**src/rtl/daba_pkg.sv**
```systemverilog
// Shared types and constants of the dual converter burst averager.
package daba_pkg;

	localparam int BURST_LOG2 = 4;
	localparam int BURST_LEN  = 1 << BURST_LOG2;
	localparam int SAMPLE_W   = 16;
	localparam int SUM_W      = SAMPLE_W + BURST_LOG2;
	localparam int CNT_W      = BURST_LOG2 + 1;
	localparam int SEQ_W      = 32;

	localparam int CMDQ_DEPTH = 2;
	localparam int CMDQ_AW    = $clog2(CMDQ_DEPTH);
	localparam int CMDQ_CW    = $clog2(CMDQ_DEPTH + 1);

	localparam logic [2:0] ACT_START   = 3'd0;
	localparam logic [2:0] ACT_FRAME_A = 3'd1;
	localparam logic [2:0] ACT_FRAME_B = 3'd2;
	localparam logic [2:0] ACT_ERR_A   = 3'd3;
	localparam logic [2:0] ACT_ERR_B   = 3'd4;
	localparam logic [2:0] ACT_CHECK   = 3'd5;

	localparam logic [1:0] DONE_NONE = 2'b00;
	localparam logic [1:0] DONE_A    = 2'b01;
	localparam logic [1:0] DONE_B    = 2'b10;
	localparam logic [1:0] DONE_BOTH = 2'b11;

	typedef enum logic [2:0] {
		OP_START,
		OP_FRAME_A,
		OP_FRAME_B,
		OP_ERROR,
		OP_CHECK
	} op_t;

	typedef enum logic [1:0] {
		KIND_START  = 2'd0,
		KIND_RESULT = 2'd1,
		KIND_NOTIFY = 2'd2
	} kind_t;

	typedef enum logic [1:0] {
		ST_VALID   = 2'd0,
		ST_DMA     = 2'd1,
		ST_FRAMING = 2'd2,
		ST_TIMING  = 2'd3
	} status_t;

	typedef enum logic {
		MODE_IDLE,
		MODE_RUNNING
	} mode_t;

	typedef struct packed {
		op_t                 op;
		logic [SAMPLE_W-1:0] sample;
		logic                frame_ok;
	} cmd_t;

	typedef struct packed {
		logic head_valid;
		logic full;
	} q_stat_t;

	typedef struct packed {
		logic notify_pend;
		logic running;
	} back_stat_t;

	typedef struct packed {
		kind_t                kind;
		status_t              status;
		logic [SAMPLE_W-1:0]  first_average;
		logic [SAMPLE_W-1:0]  second_average;
		logic [4:0]           samples_done;
		logic [1:0]           pair_mask;
		logic [SEQ_W-1:0]     result_sequence;
		logic                 last;
	} result_t;

endpackage

```
**src/rtl/daba_if.sv**
```systemverilog
// Event and result channel interfaces of the burst averager.
interface daba_event_if;
	logic       valid;
	logic       ready;
	logic [2:0] action;
	logic [7:0] frame_byte0;
	logic [7:0] frame_byte1;
	logic [7:0] frame_byte2;

	modport source (output valid, action, frame_byte0, frame_byte1, frame_byte2, input ready);
	modport sink (input valid, action, frame_byte0, frame_byte1, frame_byte2, output ready);
endinterface

interface daba_result_if;
	import daba_pkg::*;
	logic          valid;
	logic          ready;
	kind_t         kind;
	status_t       status;
	logic [15:0]   first_average;
	logic [15:0]   second_average;
	logic [4:0]    samples_done;
	logic [1:0]    pair_mask;
	logic [31:0]   result_sequence;
	logic          last;

	modport source (output valid, kind, status, first_average, second_average, samples_done,
		pair_mask, result_sequence, last, input ready);
	modport sink (input valid, kind, status, first_average, second_average, samples_done,
		pair_mask, result_sequence, last, output ready);
endinterface

```
**src/rtl/daba_front.sv**
```systemverilog
// Front end: accepts events, decodes the action and checks the frame bytes.
module daba_front (
	daba_event_if.sink       event_ch,
	input  daba_pkg::q_stat_t q_stat,
	output logic             push,
	output daba_pkg::cmd_t   cmd
);
	import daba_pkg::*;

	logic [SAMPLE_W-1:0] raw;
	logic [1:0]          tail;
	logic [1:0]          want;
	logic                known;

	always_comb begin
		raw = {event_ch.frame_byte0[1:0], event_ch.frame_byte1, event_ch.frame_byte2[7:2]};
		tail = event_ch.frame_byte2[1:0];
		want = {raw[1], raw[2]};
		cmd.sample = raw;
		cmd.frame_ok = !event_ch.frame_byte0[2] && (tail == want);
		cmd.op = OP_START;
		known = 1'b1;
		case (event_ch.action)
			ACT_START: begin
				cmd.op = OP_START;
			end
			ACT_FRAME_A: begin
				cmd.op = OP_FRAME_A;
			end
			ACT_FRAME_B: begin
				cmd.op = OP_FRAME_B;
			end
			ACT_ERR_A, ACT_ERR_B: begin
				cmd.op = OP_ERROR;
			end
			ACT_CHECK: begin
				cmd.op = OP_CHECK;
			end
			default: begin
				known = 1'b0;
			end
		endcase
	end

	assign event_ch.ready = !q_stat.full;
	// unused action codes are taken and dropped here
	assign push = event_ch.valid && event_ch.ready && known;

endmodule

```
**src/rtl/daba_cmd_queue.sv**
```systemverilog
// Short command queue between the front end and the back end.
module daba_cmd_queue (
	input  logic              clk,
	input  logic              arst_n,
	input  logic              push,
	input  daba_pkg::cmd_t    cmd_in,
	input  logic              pop,
	output daba_pkg::cmd_t    head,
	output daba_pkg::q_stat_t q_stat
);
	import daba_pkg::*;

	cmd_t                ent_q [CMDQ_DEPTH];
	logic [CMDQ_AW-1:0]  wr_q;
	logic [CMDQ_AW-1:0]  rd_q;
	logic [CMDQ_CW-1:0]  cnt_q;

	always_ff @(posedge clk or negedge arst_n) begin
		if (!arst_n) begin
			wr_q <= '0;
			rd_q <= '0;
			cnt_q <= '0;
		end else begin
			if (push) begin
				wr_q <= wr_q + CMDQ_AW'(1);
			end
			if (pop) begin
				rd_q <= rd_q + CMDQ_AW'(1);
			end
			case ({push, pop})
				2'b10: begin
					cnt_q <= cnt_q + CMDQ_CW'(1);
				end
				2'b01: begin
					cnt_q <= cnt_q - CMDQ_CW'(1);
				end
				default: begin
					cnt_q <= cnt_q;
				end
			endcase
		end
	end

	always_ff @(posedge clk) begin
		if (push) begin
			ent_q[wr_q] <= cmd_in;
		end
	end

	assign head = ent_q[rd_q];
	assign q_stat.head_valid = (cnt_q != '0);
	assign q_stat.full = (cnt_q == CMDQ_CW'(CMDQ_DEPTH));

endmodule

```
**src/rtl/daba_back.sv**
```systemverilog
// Back end: burst state, sums and result register.
module daba_back (
	input  logic                 clk,
	input  logic                 arst_n,
	input  daba_pkg::q_stat_t    q_stat,
	input  daba_pkg::cmd_t       head,
	output logic                 pop,
	daba_result_if.source        result_ch,
	output daba_pkg::back_stat_t stat
);
	import daba_pkg::*;

	typedef struct packed {
		logic    finish;
		status_t status;
		logic    use_avg;
		logic    begin_burst;
		logic    start_pair;
		logic    store;
		logic    acc;
		logic    notify;
	} decide_t;

	mode_t               mode_q, mode_n;
	logic                in_flight_q, in_flight_n;
	logic [1:0]          done_q, done_n;
	logic [CNT_W-1:0]    pair_cnt_q, pair_cnt_n;
	logic [SUM_W-1:0]    sum_a_q, sum_a_n;
	logic [SUM_W-1:0]    sum_b_q, sum_b_n;
	logic [SEQ_W-1:0]    pub_q, pub_n;
	logic                res_rdy_q, res_rdy_n;
	logic                pend_q, pend_n;
	logic                out_valid_q;
	result_t             out_q;
	logic [SAMPLE_W-1:0] smp_a_q, smp_b_q;
	logic                ok_a_q, ok_b_q;

	decide_t             d;
	logic                running;
	logic                active;
	logic [1:0]          done_new;
	logic [SAMPLE_W-1:0] smp_a_new, smp_b_new;
	logic                ok_a_new, ok_b_new;
	logic [SUM_W-1:0]    sum_a_acc, sum_b_acc;
	logic [CNT_W-1:0]    cnt_inc;
	logic [SEQ_W-1:0]    seq_next;
	logic                emits;
	logic                slot_free;
	logic                fire;
	logic                load;
	result_t             res;

	always_comb begin : decide
		running = (mode_q == MODE_RUNNING);
		active = running && in_flight_q;
		done_new = done_q | ((head.op == OP_FRAME_A) ? DONE_A : DONE_NONE)
			| ((head.op == OP_FRAME_B) ? DONE_B : DONE_NONE);
		smp_a_new = (head.op == OP_FRAME_A) ? head.sample : smp_a_q;
		smp_b_new = (head.op == OP_FRAME_B) ? head.sample : smp_b_q;
		ok_a_new = (head.op == OP_FRAME_A) ? head.frame_ok : ok_a_q;
		ok_b_new = (head.op == OP_FRAME_B) ? head.frame_ok : ok_b_q;
		sum_a_acc = sum_a_q + SUM_W'(smp_a_new);
		sum_b_acc = sum_b_q + SUM_W'(smp_b_new);
		cnt_inc = pair_cnt_q + CNT_W'(1);
		seq_next = pub_q + SEQ_W'(1);
		d = '0;
		d.status = ST_VALID;
		case (head.op)
			OP_START: begin
				if (running) begin
					d.finish = 1'b1;
					d.status = ST_TIMING;
				end else begin
					d.begin_burst = 1'b1;
					d.start_pair = 1'b1;
				end
			end
			OP_FRAME_A, OP_FRAME_B: begin
				if (active) begin
					d.store = 1'b1;
					if (done_new == DONE_BOTH) begin
						if (!(ok_a_new && ok_b_new)) begin
							d.finish = 1'b1;
							d.status = ST_FRAMING;
						end else begin
							d.acc = 1'b1;
							if (cnt_inc == CNT_W'(BURST_LEN)) begin
								d.finish = 1'b1;
								d.use_avg = 1'b1;
							end else begin
								d.start_pair = 1'b1;
							end
						end
					end
				end
			end
			OP_ERROR: begin
				if (active) begin
					d.finish = 1'b1;
					d.status = ST_DMA;
				end
			end
			OP_CHECK: begin
				d.notify = 1'b1;
				if (running || !res_rdy_q) begin
					d.finish = 1'b1;
					d.status = ST_TIMING;
				end
			end
			default: begin
			end
		endcase
		emits = d.finish || d.start_pair || d.notify;
		slot_free = !out_valid_q || result_ch.ready;
		fire = q_stat.head_valid && !pend_q && (slot_free || !emits);
	end

	assign pop = fire;

	always_comb begin : next_state
		mode_n = mode_q;
		in_flight_n = in_flight_q;
		done_n = done_q;
		pair_cnt_n = pair_cnt_q;
		sum_a_n = sum_a_q;
		sum_b_n = sum_b_q;
		pub_n = pub_q;
		res_rdy_n = res_rdy_q;
		pend_n = pend_q;
		if (fire) begin
			if (d.store) begin
				done_n = done_new;
			end
			if (d.begin_burst) begin
				mode_n = MODE_RUNNING;
				res_rdy_n = 1'b0;
				pair_cnt_n = '0;
				sum_a_n = '0;
				sum_b_n = '0;
			end
			if (d.acc) begin
				pair_cnt_n = cnt_inc;
				sum_a_n = sum_a_acc;
				sum_b_n = sum_b_acc;
			end
			if (d.start_pair) begin
				done_n = DONE_NONE;
				in_flight_n = 1'b1;
			end
			if (d.finish) begin
				done_n = DONE_NONE;
				in_flight_n = 1'b0;
				mode_n = MODE_IDLE;
				pub_n = seq_next;
				res_rdy_n = 1'b1;
			end
			if (d.finish && d.notify) begin
				pend_n = 1'b1;
			end
		end else if (pend_q && slot_free) begin
			pend_n = 1'b0;
		end
	end

	always_comb begin : outputs
		res = '0;
		load = 1'b0;
		if (pend_q) begin
			res.kind = KIND_NOTIFY;
			res.last = 1'b1;
			load = slot_free;
		end else if (fire && emits) begin
			load = 1'b1;
			if (d.finish) begin
				res.kind = KIND_RESULT;
				res.status = d.status;
				res.first_average = d.use_avg ? sum_a_acc[SUM_W-1:BURST_LOG2] : '0;
				res.second_average = d.use_avg ? sum_b_acc[SUM_W-1:BURST_LOG2] : '0;
				res.samples_done = d.acc ? 5'(cnt_inc) : 5'(pair_cnt_q);
				res.pair_mask = done_new;
				res.result_sequence = seq_next;
				res.last = !d.notify;
			end else if (d.start_pair) begin
				res.kind = KIND_START;
				res.last = 1'b1;
			end else begin
				res.kind = KIND_NOTIFY;
				res.last = 1'b1;
			end
		end
	end

	always_ff @(posedge clk or negedge arst_n) begin
		if (!arst_n) begin
			mode_q <= MODE_IDLE;
			in_flight_q <= 1'b0;
			done_q <= DONE_NONE;
			pair_cnt_q <= '0;
			sum_a_q <= '0;
			sum_b_q <= '0;
			pub_q <= '0;
			res_rdy_q <= 1'b0;
			pend_q <= 1'b0;
			out_valid_q <= 1'b0;
		end else begin
			mode_q <= mode_n;
			in_flight_q <= in_flight_n;
			done_q <= done_n;
			pair_cnt_q <= pair_cnt_n;
			sum_a_q <= sum_a_n;
			sum_b_q <= sum_b_n;
			pub_q <= pub_n;
			res_rdy_q <= res_rdy_n;
			pend_q <= pend_n;
			if (load) begin
				out_valid_q <= 1'b1;
			end else if (result_ch.ready) begin
				out_valid_q <= 1'b0;
			end
		end
	end

	// frame samples, meaningful only once written in the current pair
	always_ff @(posedge clk) begin
		if (fire && d.store && head.op == OP_FRAME_A) begin
			smp_a_q <= head.sample;
			ok_a_q <= head.frame_ok;
		end
		if (fire && d.store && head.op == OP_FRAME_B) begin
			smp_b_q <= head.sample;
			ok_b_q <= head.frame_ok;
		end
		if (load) begin
			out_q <= res;
		end
	end

	assign result_ch.valid = out_valid_q;
	assign result_ch.kind = out_q.kind;
	assign result_ch.status = out_q.status;
	assign result_ch.first_average = out_q.first_average;
	assign result_ch.second_average = out_q.second_average;
	assign result_ch.samples_done = out_q.samples_done;
	assign result_ch.pair_mask = out_q.pair_mask;
	assign result_ch.result_sequence = out_q.result_sequence;
	assign result_ch.last = out_q.last;

	assign stat.notify_pend = pend_q;
	assign stat.running = running;

endmodule

```
**src/rtl/dual_adc_burst_averager.sv**
```systemverilog
// Dual converter burst averager top level.
// Usage:
//   event_ch carries one event item per handshake: start burst, frame done on
//   either converter (three received bytes), transfer error, or a check.
//   result_ch returns zero, one or two items per event: start conversion pair,
//   published result (status, averages, pair count, sequence) or notify; the
//   final item of an event has last set.
// The first result of an event passes through the command queue, written at the
//   accepting edge, and then the result register; a stalled result_ch can hold it.
// Throughput: one event per cycle while result_ch takes items; a check that
//   also publishes a timing error holds the back end until its notify is loaded.
// The front end decodes and checks frames and feeds a two-entry command
// queue; the back end drains it, so event_ch ready drops only when the queue
// is full.
// Reset clears the burst state, the queue pointers and the result valid flag; no
// burst is running and no result counts as published.
// A stalled result_ch holds its item; the back end stops, the queue fills,
// and then event_ch ready goes low.
module dual_adc_burst_averager (
	input logic           clk,
	input logic           arst_n,
	daba_event_if.sink    event_ch,
	daba_result_if.source result_ch
);
	import daba_pkg::*;

	cmd_t       push_cmd;
	cmd_t       head_cmd;
	logic       cmd_push;
	logic       cmd_pop;
	q_stat_t    q_stat;
	back_stat_t bk_stat;

	daba_front u_front (
		.event_ch (event_ch),
		.q_stat   (q_stat),
		.push     (cmd_push),
		.cmd      (push_cmd)
	);

	daba_cmd_queue u_queue (
		.clk    (clk),
		.arst_n (arst_n),
		.push   (cmd_push),
		.cmd_in (push_cmd),
		.pop    (cmd_pop),
		.head   (head_cmd),
		.q_stat (q_stat)
	);

	daba_back u_back (
		.clk       (clk),
		.arst_n    (arst_n),
		.q_stat    (q_stat),
		.head      (head_cmd),
		.pop       (cmd_pop),
		.result_ch (result_ch),
		.stat      (bk_stat)
	);

	a_pop_nonempty: assert property (@(posedge clk) disable iff (!arst_n)
		cmd_pop |-> q_stat.head_valid)
		else $error("command popped from empty queue");

	a_pend_holds_queue: assert property (@(posedge clk) disable iff (!arst_n)
		bk_stat.notify_pend |-> !cmd_pop)
		else $error("command taken while notify pending");

	a_start_while_running: assert property (@(posedge clk) disable iff (!arst_n)
		result_ch.valid && result_ch.kind == KIND_START |-> bk_stat.running)
		else $error("start pair shown while burst idle");

	a_notify_follows: assert property (@(posedge clk) disable iff (!arst_n)
		result_ch.valid && result_ch.ready && !result_ch.last
		|=> result_ch.valid && result_ch.kind == KIND_NOTIFY && result_ch.last)
		else $error("notify missing after non-final item");

endmodule

```
**src/flat_wrapper.sv**
```systemverilog
// flat-port wrapper written by rule: the top's interface ports become plain ports
module dual_adc_burst_averager_flat import daba_pkg::*;
  (clk, arst_n, event_ch_valid, event_ch_action, event_ch_frame_byte0, event_ch_frame_byte1, event_ch_frame_byte2, event_ch_ready, result_ch_valid, result_ch_kind, result_ch_status, result_ch_first_average, result_ch_second_average, result_ch_samples_done, result_ch_pair_mask, result_ch_result_sequence, result_ch_last, result_ch_ready);
  daba_event_if event_ch_i ();
  daba_result_if result_ch_i ();
  input logic clk;
  input logic arst_n;
  input wire logic [$bits(event_ch_i.valid)-1:0] event_ch_valid;
  input wire logic [$bits(event_ch_i.action)-1:0] event_ch_action;
  input wire logic [$bits(event_ch_i.frame_byte0)-1:0] event_ch_frame_byte0;
  input wire logic [$bits(event_ch_i.frame_byte1)-1:0] event_ch_frame_byte1;
  input wire logic [$bits(event_ch_i.frame_byte2)-1:0] event_ch_frame_byte2;
  output wire logic [$bits(event_ch_i.ready)-1:0] event_ch_ready;
  output wire logic [$bits(result_ch_i.valid)-1:0] result_ch_valid;
  output wire logic [$bits(result_ch_i.kind)-1:0] result_ch_kind;
  output wire logic [$bits(result_ch_i.status)-1:0] result_ch_status;
  output wire logic [$bits(result_ch_i.first_average)-1:0] result_ch_first_average;
  output wire logic [$bits(result_ch_i.second_average)-1:0] result_ch_second_average;
  output wire logic [$bits(result_ch_i.samples_done)-1:0] result_ch_samples_done;
  output wire logic [$bits(result_ch_i.pair_mask)-1:0] result_ch_pair_mask;
  output wire logic [$bits(result_ch_i.result_sequence)-1:0] result_ch_result_sequence;
  output wire logic [$bits(result_ch_i.last)-1:0] result_ch_last;
  input wire logic [$bits(result_ch_i.ready)-1:0] result_ch_ready;
  assign event_ch_i.valid = event_ch_valid;
  assign event_ch_i.action = event_ch_action;
  assign event_ch_i.frame_byte0 = event_ch_frame_byte0;
  assign event_ch_i.frame_byte1 = event_ch_frame_byte1;
  assign event_ch_i.frame_byte2 = event_ch_frame_byte2;
  assign event_ch_ready = event_ch_i.ready;
  assign result_ch_valid = result_ch_i.valid;
  assign result_ch_kind = result_ch_i.kind;
  assign result_ch_status = result_ch_i.status;
  assign result_ch_first_average = result_ch_i.first_average;
  assign result_ch_second_average = result_ch_i.second_average;
  assign result_ch_samples_done = result_ch_i.samples_done;
  assign result_ch_pair_mask = result_ch_i.pair_mask;
  assign result_ch_result_sequence = result_ch_i.result_sequence;
  assign result_ch_last = result_ch_i.last;
  assign result_ch_i.ready = result_ch_ready;
  dual_adc_burst_averager u_core (.clk(clk), .arst_n(arst_n), .event_ch(event_ch_i), .result_ch(result_ch_i));
endmodule
```
**config.mk**
```make
export PLATFORM = sky130hd
export DESIGN_NAME = dual_adc_burst_averager_flat
export DESIGN_NICKNAME = d
export VERILOG_FILES = /design/src/rtl/daba_pkg.sv /design/src/rtl/daba_if.sv /design/src/rtl/daba_front.sv /design/src/rtl/daba_cmd_queue.sv /design/src/rtl/daba_back.sv /design/src/rtl/dual_adc_burst_averager.sv /design/src/flat_wrapper.sv
export SDC_FILE = /design/constraint.sdc
export NUM_CORES = 1
export LEC_CHECK = 0
export ABC_AREA = 1
export BUFFER_PORTS_ARGS = -buffer_cell sky130_fd_sc_hd__buf_2
export CELL_PAD_IN_SITES_DETAIL_PLACEMENT = 0
export CELL_PAD_IN_SITES_GLOBAL_PLACEMENT = 1
export CORE_MARGIN = 2
export CORE_UTILIZATION = 35
export DETAILED_ROUTE_END_ITERATION = 16
export PLACE_DENSITY_LB_ADDON = 0.25
export SLEW_MARGIN = 20
export SYNTH_ARGS = -nofsm -noshare
export SYNTH_HDL_FRONTEND = slang
export SYNTH_SLANG_ARGS = --single-unit
```
**constraint.sdc**
```tcl
create_clock -name clk -period 8.45 [get_ports clk]
set_clock_uncertainty 0.05 [all_clocks]
set_input_delay 2.535 -clock clk [delete_from_list [all_inputs] [get_ports clk]]
set_output_delay 2.535 -clock clk [all_outputs]
set_load 0.02 [all_outputs]
```
Yosys cells after proc, flatten, opt, wreduce, memory -nomap -nowiden
Memories as Yosys holds them, arrays and structs flattened.
Index checks and enable logic that the tools add are counted.
{"block": "classes", "reduce_logical": 47, "bitwise": 5, "addsub": 8, "eq_ne": 16, "n_mux": 62}
{"op": "76-bit 2-to-1 mux", "count": 1}
{"op": "73-bit 2-to-1 mux", "count": 1}
{"op": "16-bit 2-to-1 mux", "count": 4}
{"op": "20-bit 2-to-1 mux", "count": 3}
{"op": "20-bit by 16-bit adder with 20-bit output", "count": 2}
{"op": "32-bit by 1-bit adder with 32-bit output, second input constant", "count": 1}
{"op": "1-bit 2-to-1 mux", "count": 31}
{"op": "3-bit case mux with 4 select lines", "count": 2}
{"op": "2-bit 2-to-1 mux", "count": 9}
{"op": "5-bit 2-to-1 mux", "count": 3}
{"op": "2-bit nonzero test", "count": 7}
{"op": "1-bit logical AND", "count": 13}
{"op": "3-bit by 2-bit == test with 1-bit output, second input constant", "count": 4}
{"op": "3-bit 2-to-1 mux", "count": 4}
{"op": "2-bit AND reduction", "count": 6}
{"op": "3-bit == test, second input constant", "count": 3}
{"op": "4-bit 2-to-1 mux", "count": 2}
{"op": "1-bit logical NOT", "count": 7}
{"op": "2-bit == test, second input constant", "count": 3}
{"op": "3-bit by 1-bit == test with 1-bit output, second input constant", "count": 2}
{"op": "3-bit logical NOT", "count": 2}
{"op": "2-bit OR reduction", "count": 3}
{"op": "6-bit OR reduction", "count": 1}
{"op": "5-bit by 1-bit adder with 5-bit output, second input constant", "count": 1}
{"op": "16 further kinds", "count": 23}
{"block": "word_totals", "output_inout_bits": 78, "mem_bits_rw": 40, "word_cells": 165, "n_memories": 1, "reg_bits": 198, "in_bits": 31}
{"name": "u_core.u_queue.ent_q", "words": 2, "width": 20, "rd": 1, "rd_ports_with_merged_regs": 0, "write_ports": 1, "line": "daba_cmd_queue.sv:13", "text": "cmd_t ent_q [CMDQ_DEPTH];"}

Depth between registers and ports, before layout
An unclocked memory read counts as a cell.
{"block": "logic_depth", "depth_word": 18, "depth_mapped": 23, "ltp_nobuf": 21}

Cells and area by module
From an unflattened synthesis, not the netlist that was laid out.
{"block": "unflattened", "cells_unflattened": 1545, "hier_area_um2": 13160.1}
{"module": "daba_back", "cells_per_inst": 1378, "seq_area_each_um2": 5405.2, "instances": 1, "area_each_um2": 11267.1}
{"module": "daba_cmd_queue", "cells_per_inst": 128, "seq_area_each_um2": 1301.2, "instances": 1, "area_each_um2": 1679.1}
{"module": "daba_front", "cells_per_inst": 39, "seq_area_each_um2": 0.0, "instances": 1, "area_each_um2": 214.0}

Least setup slack after synthesis
No wires, ideal clock.
{"block": "synth_path", "path_type": "input-to-reg", "from": "input port result_ch_ready", "to": "register u_core.u_back.out_q (netlist bit u_core.u_back.result_ch.first_average[0]), enable pin", "path_slack_ns": -0.171, "arrival_ns": 7.956, "stages": 2, "required_time_ns": 7.785, "path_buffers": 0, "cell_sequence": "nor2_1 o21ai_0"}
{"block": "synth_between", "elab_chain_len": 6}
{"element": "start: declaration", "line": "flat_wrapper.sv:23", "text": "input wire logic [$bits(result_ch_i.ready)-1:0] result_ch_ready;"}
{"element": "1-bit logical OR (*)", "line": "daba_back.sv:114", "text": "slot_free = !out_valid_q || result_ch.ready;"}
{"element": "1-bit logical OR", "line": "daba_back.sv:115", "text": "fire = q_stat.head_valid && !pend_q && (slot_free || !emits);"}
{"element": "1-bit logical AND", "line": "daba_back.sv:115"}
{"element": "1-bit logical AND", "line": "daba_back.sv:172", "text": "end else if (fire && emits) begin"}
{"element": "1-bit 2-to-1 mux", "line": "daba_back.sv:172"}
{"element": "1-bit 2-to-1 mux (*)", "line": "daba_back.sv:168", "text": "if (pend_q) begin"}
{"element": "named net u_core.u_back.load", "line": "daba_back.sv:50", "text": "logic load;"}
{"element": "end signal: assignment", "line": "daba_back.sv:234", "text": "out_q <= res;"}
{"element": "end: declaration", "line": "daba_back.sv:34", "text": "result_t out_q;"}
Mark *: on every way through the listed nets, which the timed path passes. The rest lies on a longest branch.
A chain may end at the register's enable or synchronous reset.

Worst setup path after layout
{"block": "layout_path", "from": "register u_core.u_queue.rd_q", "to": "register u_core.u_back.out_q (netlist bit u_core.u_back.result_ch.first_average[9]), data pin"}
{"block": "layout_between", "elab_chain_len": 17}
{"element": "start: declaration", "line": "daba_cmd_queue.sv:15", "text": "logic [CMDQ_AW-1:0] rd_q;"}
{"element": "start signal: assignment", "line": "daba_cmd_queue.sv:28", "text": "rd_q <= rd_q + CMDQ_AW'(1);"}
{"element": "memory 2 x 20 bit (*)"}
{"element": "3-bit by 1-bit == test with 1-bit output"}
{"element": "1-bit 2-to-1 mux", "line": "daba_back.sv:56", "text": "done_new = done_q | ((head.op == OP_FRAME_A) ? DONE_A : DONE_NONE)"}
{"element": "2-bit by 1-bit OR with 2-bit output", "line": "daba_back.sv:56"}
{"element": "2-bit OR", "line": "daba_back.sv:57", "text": "| ((head.op == OP_FRAME_B) ? DONE_B : DONE_NONE);"}
{"element": "2-bit == test", "line": "daba_back.sv:81", "text": "if (done_new == DONE_BOTH) begin"}
{"element": "4-bit 2-to-1 mux / 1-bit 2-to-1 mux (equally long branches)", "line": "daba_back.sv:81"}
{"element": "4-bit 2-to-1 mux / 3-bit 2-to-1 mux (equally long branches)", "line": "daba_back.sv:79", "text": "if (active) begin"}
{"element": "3-bit case mux with 4 select lines / 1-bit case mux with 2 select lines (equally long branches)", "line": "daba_back.sv:68", "text": "case (head.op)"}
{"element": "1-bit logical OR (2 in series)", "line": "daba_back.sv:113", "text": "emits = d.finish || d.start_pair || d.notify;"}
{"element": "1-bit logical NOT", "line": "daba_back.sv:115"}
{"element": "1-bit logical OR", "line": "daba_back.sv:115"}
{"element": "1-bit logical AND", "line": "daba_back.sv:115"}
{"element": "1-bit logical AND", "line": "daba_back.sv:172"}
{"element": "1-bit inverter (no source line)"}
{"element": "4-bit OR reduction (no source line)"}
Every way passes the cells marked *; elsewhere a longest branch is shown, timed or not.

==> impl_metrics.ini <==
[route]
wire_per_inst_um = 13.75
drtIter0Drc = 571
routed_wirelength_um = 24580
ant_nets = 0
drc_errors = 0
dr_total_vias = 8069
vias_per_cell = 4.513
firstDrtPassIters = 5

[place]
placedCellCount = 1738
gp_congestion = 0.8402
post_dp_cell_area_sq_um = 12630
post-place-ws_ns = 3.733
dp_hpwl_um = 17080
numPortBuffers = 103

[status]
status = finished clean

[global_routing]
grt_usage = 0.1423
grt_remaining_overflow = 0
grt_max_degree = 107
grt_pass1_vias = 7927
grt_use_met3 = 0.02219
busiest_layer = met2
met2_usage = 0.2246
antenna_found_initial = 0
grt_pass1_wl_um = 40900
grtUsageMet1 = 0.2058

[worst_setup_path]
cp.required_ns = 8.67
start_kind = flip-flop
cp_slowest_cell = dfrtp_1
critical-path-max-stage-delay_ns = 0.67
worst-setup-path-type = flip-flop to flip-flop
critPathTopFamily = compound AO/OA/AOI/OAI gates
crit_chain = inv_2 > nand2_1 > nand2_2 > nand3_2 > inv_1 > o21ai_0 > ha_1 > nand2_1 > o21ai_0 > a21oi_1 > o21ai_0 > a21oi_1 > xor2_1 > nor2_2
crit_buf_inv = 2
end_kind = flip-flop
arrival_ns = 4.89
cpMostUsedCell = o21ai_0
path_max_fanout = 23

[cts]
cts_resized = 0
htree_levels = 1
insertion_delay_ns = 0.54
clk_pin_slew_ns = 0.06
post-cts-setup-buffer-count = 0
clk_path_buf_depth = 3
cts-buffers-inserted = 27
cts_root_buffer = clkbuf_16
hold_buffers = 0
clock_sinks = 238
cts_tree = done

[sta]
grt_setup_unrepaired = no
setup_viol = 0
finalHoldViolations = 0
fin_crit_ns = 4.664
fin_setup_tns_ns = 0
worst_hold_slack_ns = 0.4367
setup_ws_ns = 3.786
period_share = 0.5519
fmax_mhz = 214.4
slew_violations = 0
max-slew-margin-rel = 0.3446
tightest_slew_ns = 0.9831

[yosys]
synth_top_area_cell = edfxtp_1
async_flop_share = 0.3697
synthFlopType = edfxtp_1
syn_inst = 1216
synth_nets = 1284
synth-seq-cells = 238
synth_common_cells = nand2_1, edfxtp_1, inv_1
synth_top_cell_area_share = 0.3852
ys_seq_area_frac = 0.5735
synth_most_common_cell = nand2_1
syn-cell-area_sq_um = 11690
yosys-top-cells-area = edfxtp_1, dfrtp_1, nand2_1, o21ai_0, ha_1
avgSynthCellArea_sq_um = 9.617
yosysWarnings = 0
synthDistinctLibCells = 43
synth-edff-count = 150

[worst_hold_path]
hp-class = flip-flop to flip-flop

[pwr]
peakVddDrop_mv = 0.1561
p_per_area_nw_per_um2 = 294.2
p_total_mw = 3.969
p_leak_nw = 5.775

[final_layout]
final_area_sq_um = 13490
finalNonFillerCells = 1788
layout-drive-gt1-share = 0.1553
synthToLayoutAreaGrowth_pct = 15.36
nets = 1393
fin_util = 0.4125
diodes = 0

[die]
io-pin-count = 109
fp.dieW_um = 186.8
die_h_um = 186.8
design.die.area_sq_um = 34890
start_util = 0.3576
core.rowCount = 66
core_area_sq_um = 32700

[job]
drv_cap = 0
-- worst register-to-register path, cell delays in order, from the launching register on --
cell,delay (ns)
dfrtp_1,0.67
inv_2,0.48
nand2_1,0.13
nand2_2,0.18
nand3_2,0.39
inv_1,0.54
o21ai_0,0.23
ha_1,0.33
nand2_1,0.07
o21ai_0,0.28
a21oi_1,0.19
o21ai_0,0.40
a21oi_1,0.16
xor2_1,0.25
nor2_2,0.07
-- cell families (layout without fill, tap and decap cells) --
logic type,count (synthesis),in the layout,share of synthesized area
buf+inv,139,269,0.05286
simple gates,572,572,0.2077
compound gates,164,164,0.07565
flops,238,238,0.5735
xor+xnor,66,66,0.04943
fa+ha+maj,37,37,0.04087
-- where the power goes --
part           leakage [nW]  switching [mW]  internal [mW]
Clock                 0.407           0.473          0.661
Combinational          2.76           0.877          0.301
Sequential             2.61          0.0905           1.57
-- state kept, by name, summed over array words and instances, names as in the netlist, 5 cells and up --
signal and flops:
u_core.u_back.pub_q 32, u_core.u_back.smp_a_q 16, u_core.u_back.pair_cnt_q 5, u_core.u_back.result_ch.samples_done 5
u_core.u_back.result_ch.result_sequence 32, u_core.u_back.sum_a_q 20, u_core.u_queue.ent_q 40, u_core.u_back.result_ch.second_average 16
u_core.u_back.smp_b_q 16, u_core.u_back.result_ch.first_average 16, u_core.u_back.sum_b_q 20
-- area by class of cell --
| type | count | area (sq um) |
|---|---|---|
| Multi-Input combinational cell | 839 | 4380 |
| Clock inverter | 16 | 151.4 |
| Clock buffer | 34 | 711.9 |
| Tap cell | 442 | 553.0 |
| Sequential cell | 238 | 6706 |
| Fill cell | 3296 | 19210 |
| Timing Repair Buffer | 112 | 585.6 |
| Inverter | 107 | 401.6 |
-- worst paths after layout --
kind | endpoint | depth (start not counted) | slack, ns | startpoint
min in group asynchronous | u_core.u_back.sum_b_q[17]$_DFFE_PN0P_ | 1 | 1.87 | arst_n
worst max-delay path | u_core.u_back.result_ch.first_average[9]$_SDFFCE_PP0P_ | 14 | 3.79 | u_core.u_queue.rd_q$_DFFE_PN0P_
worst min register to register | u_core.u_back.sum_b_q[0]$_DFFE_PN0P_ | 2 | 0.44 | u_core.u_back.sum_b_q[0]$_DFFE_PN0P_
worst max register to register | u_core.u_back.result_ch.first_average[9]$_SDFFCE_PP0P_ | 14 | 3.79 | u_core.u_queue.rd_q$_DFFE_PN0P_
max in group asynchronous | u_core.u_back.result_ch.valid$_DFFE_PN0P_ | 2 | 5.26 | arst_n
worst min-delay path | u_core.u_back.sum_b_q[0]$_DFFE_PN0P_ | 2 | 0.44 | u_core.u_back.sum_b_q[0]$_DFFE_PN0P_
-- routing by layer --
| metal | share of wire | vias up |
|---|---|---|
| met5 | 0 | - |
| met2 | 0.43 | 136 |
| met3 | 0.046 | 32 |
| met1 | 0.50 | 3673 |
| met4 | 0.016 | 0 |
| li1 | - | 4228 |
-- cells in the final DEF (no fill, tap or decap), types with 3 or more instances in the layout --
cell        count
nand2_1       364
edfxtp_1      150
inv_1         102
buf_2         102
nor2_1         95
o21ai_0        94
dfrtp_1        88
a21oi_1        41
nand3_1        35
xor2_1         35
ha_1           35
nor2_2         31
xnor2_1        31
clkbuf_16      27
nand4_1        11
nor3_1         11
buf_4          10
o21ai_1         9
nand3_2         6
clkinv_1        6
clkbuf_1        6
inv_2           5
a21oi_2         5
clkinvlp_4      4
nand2_2         3
nor4_1          3
(Power assumes the default switching activity.)
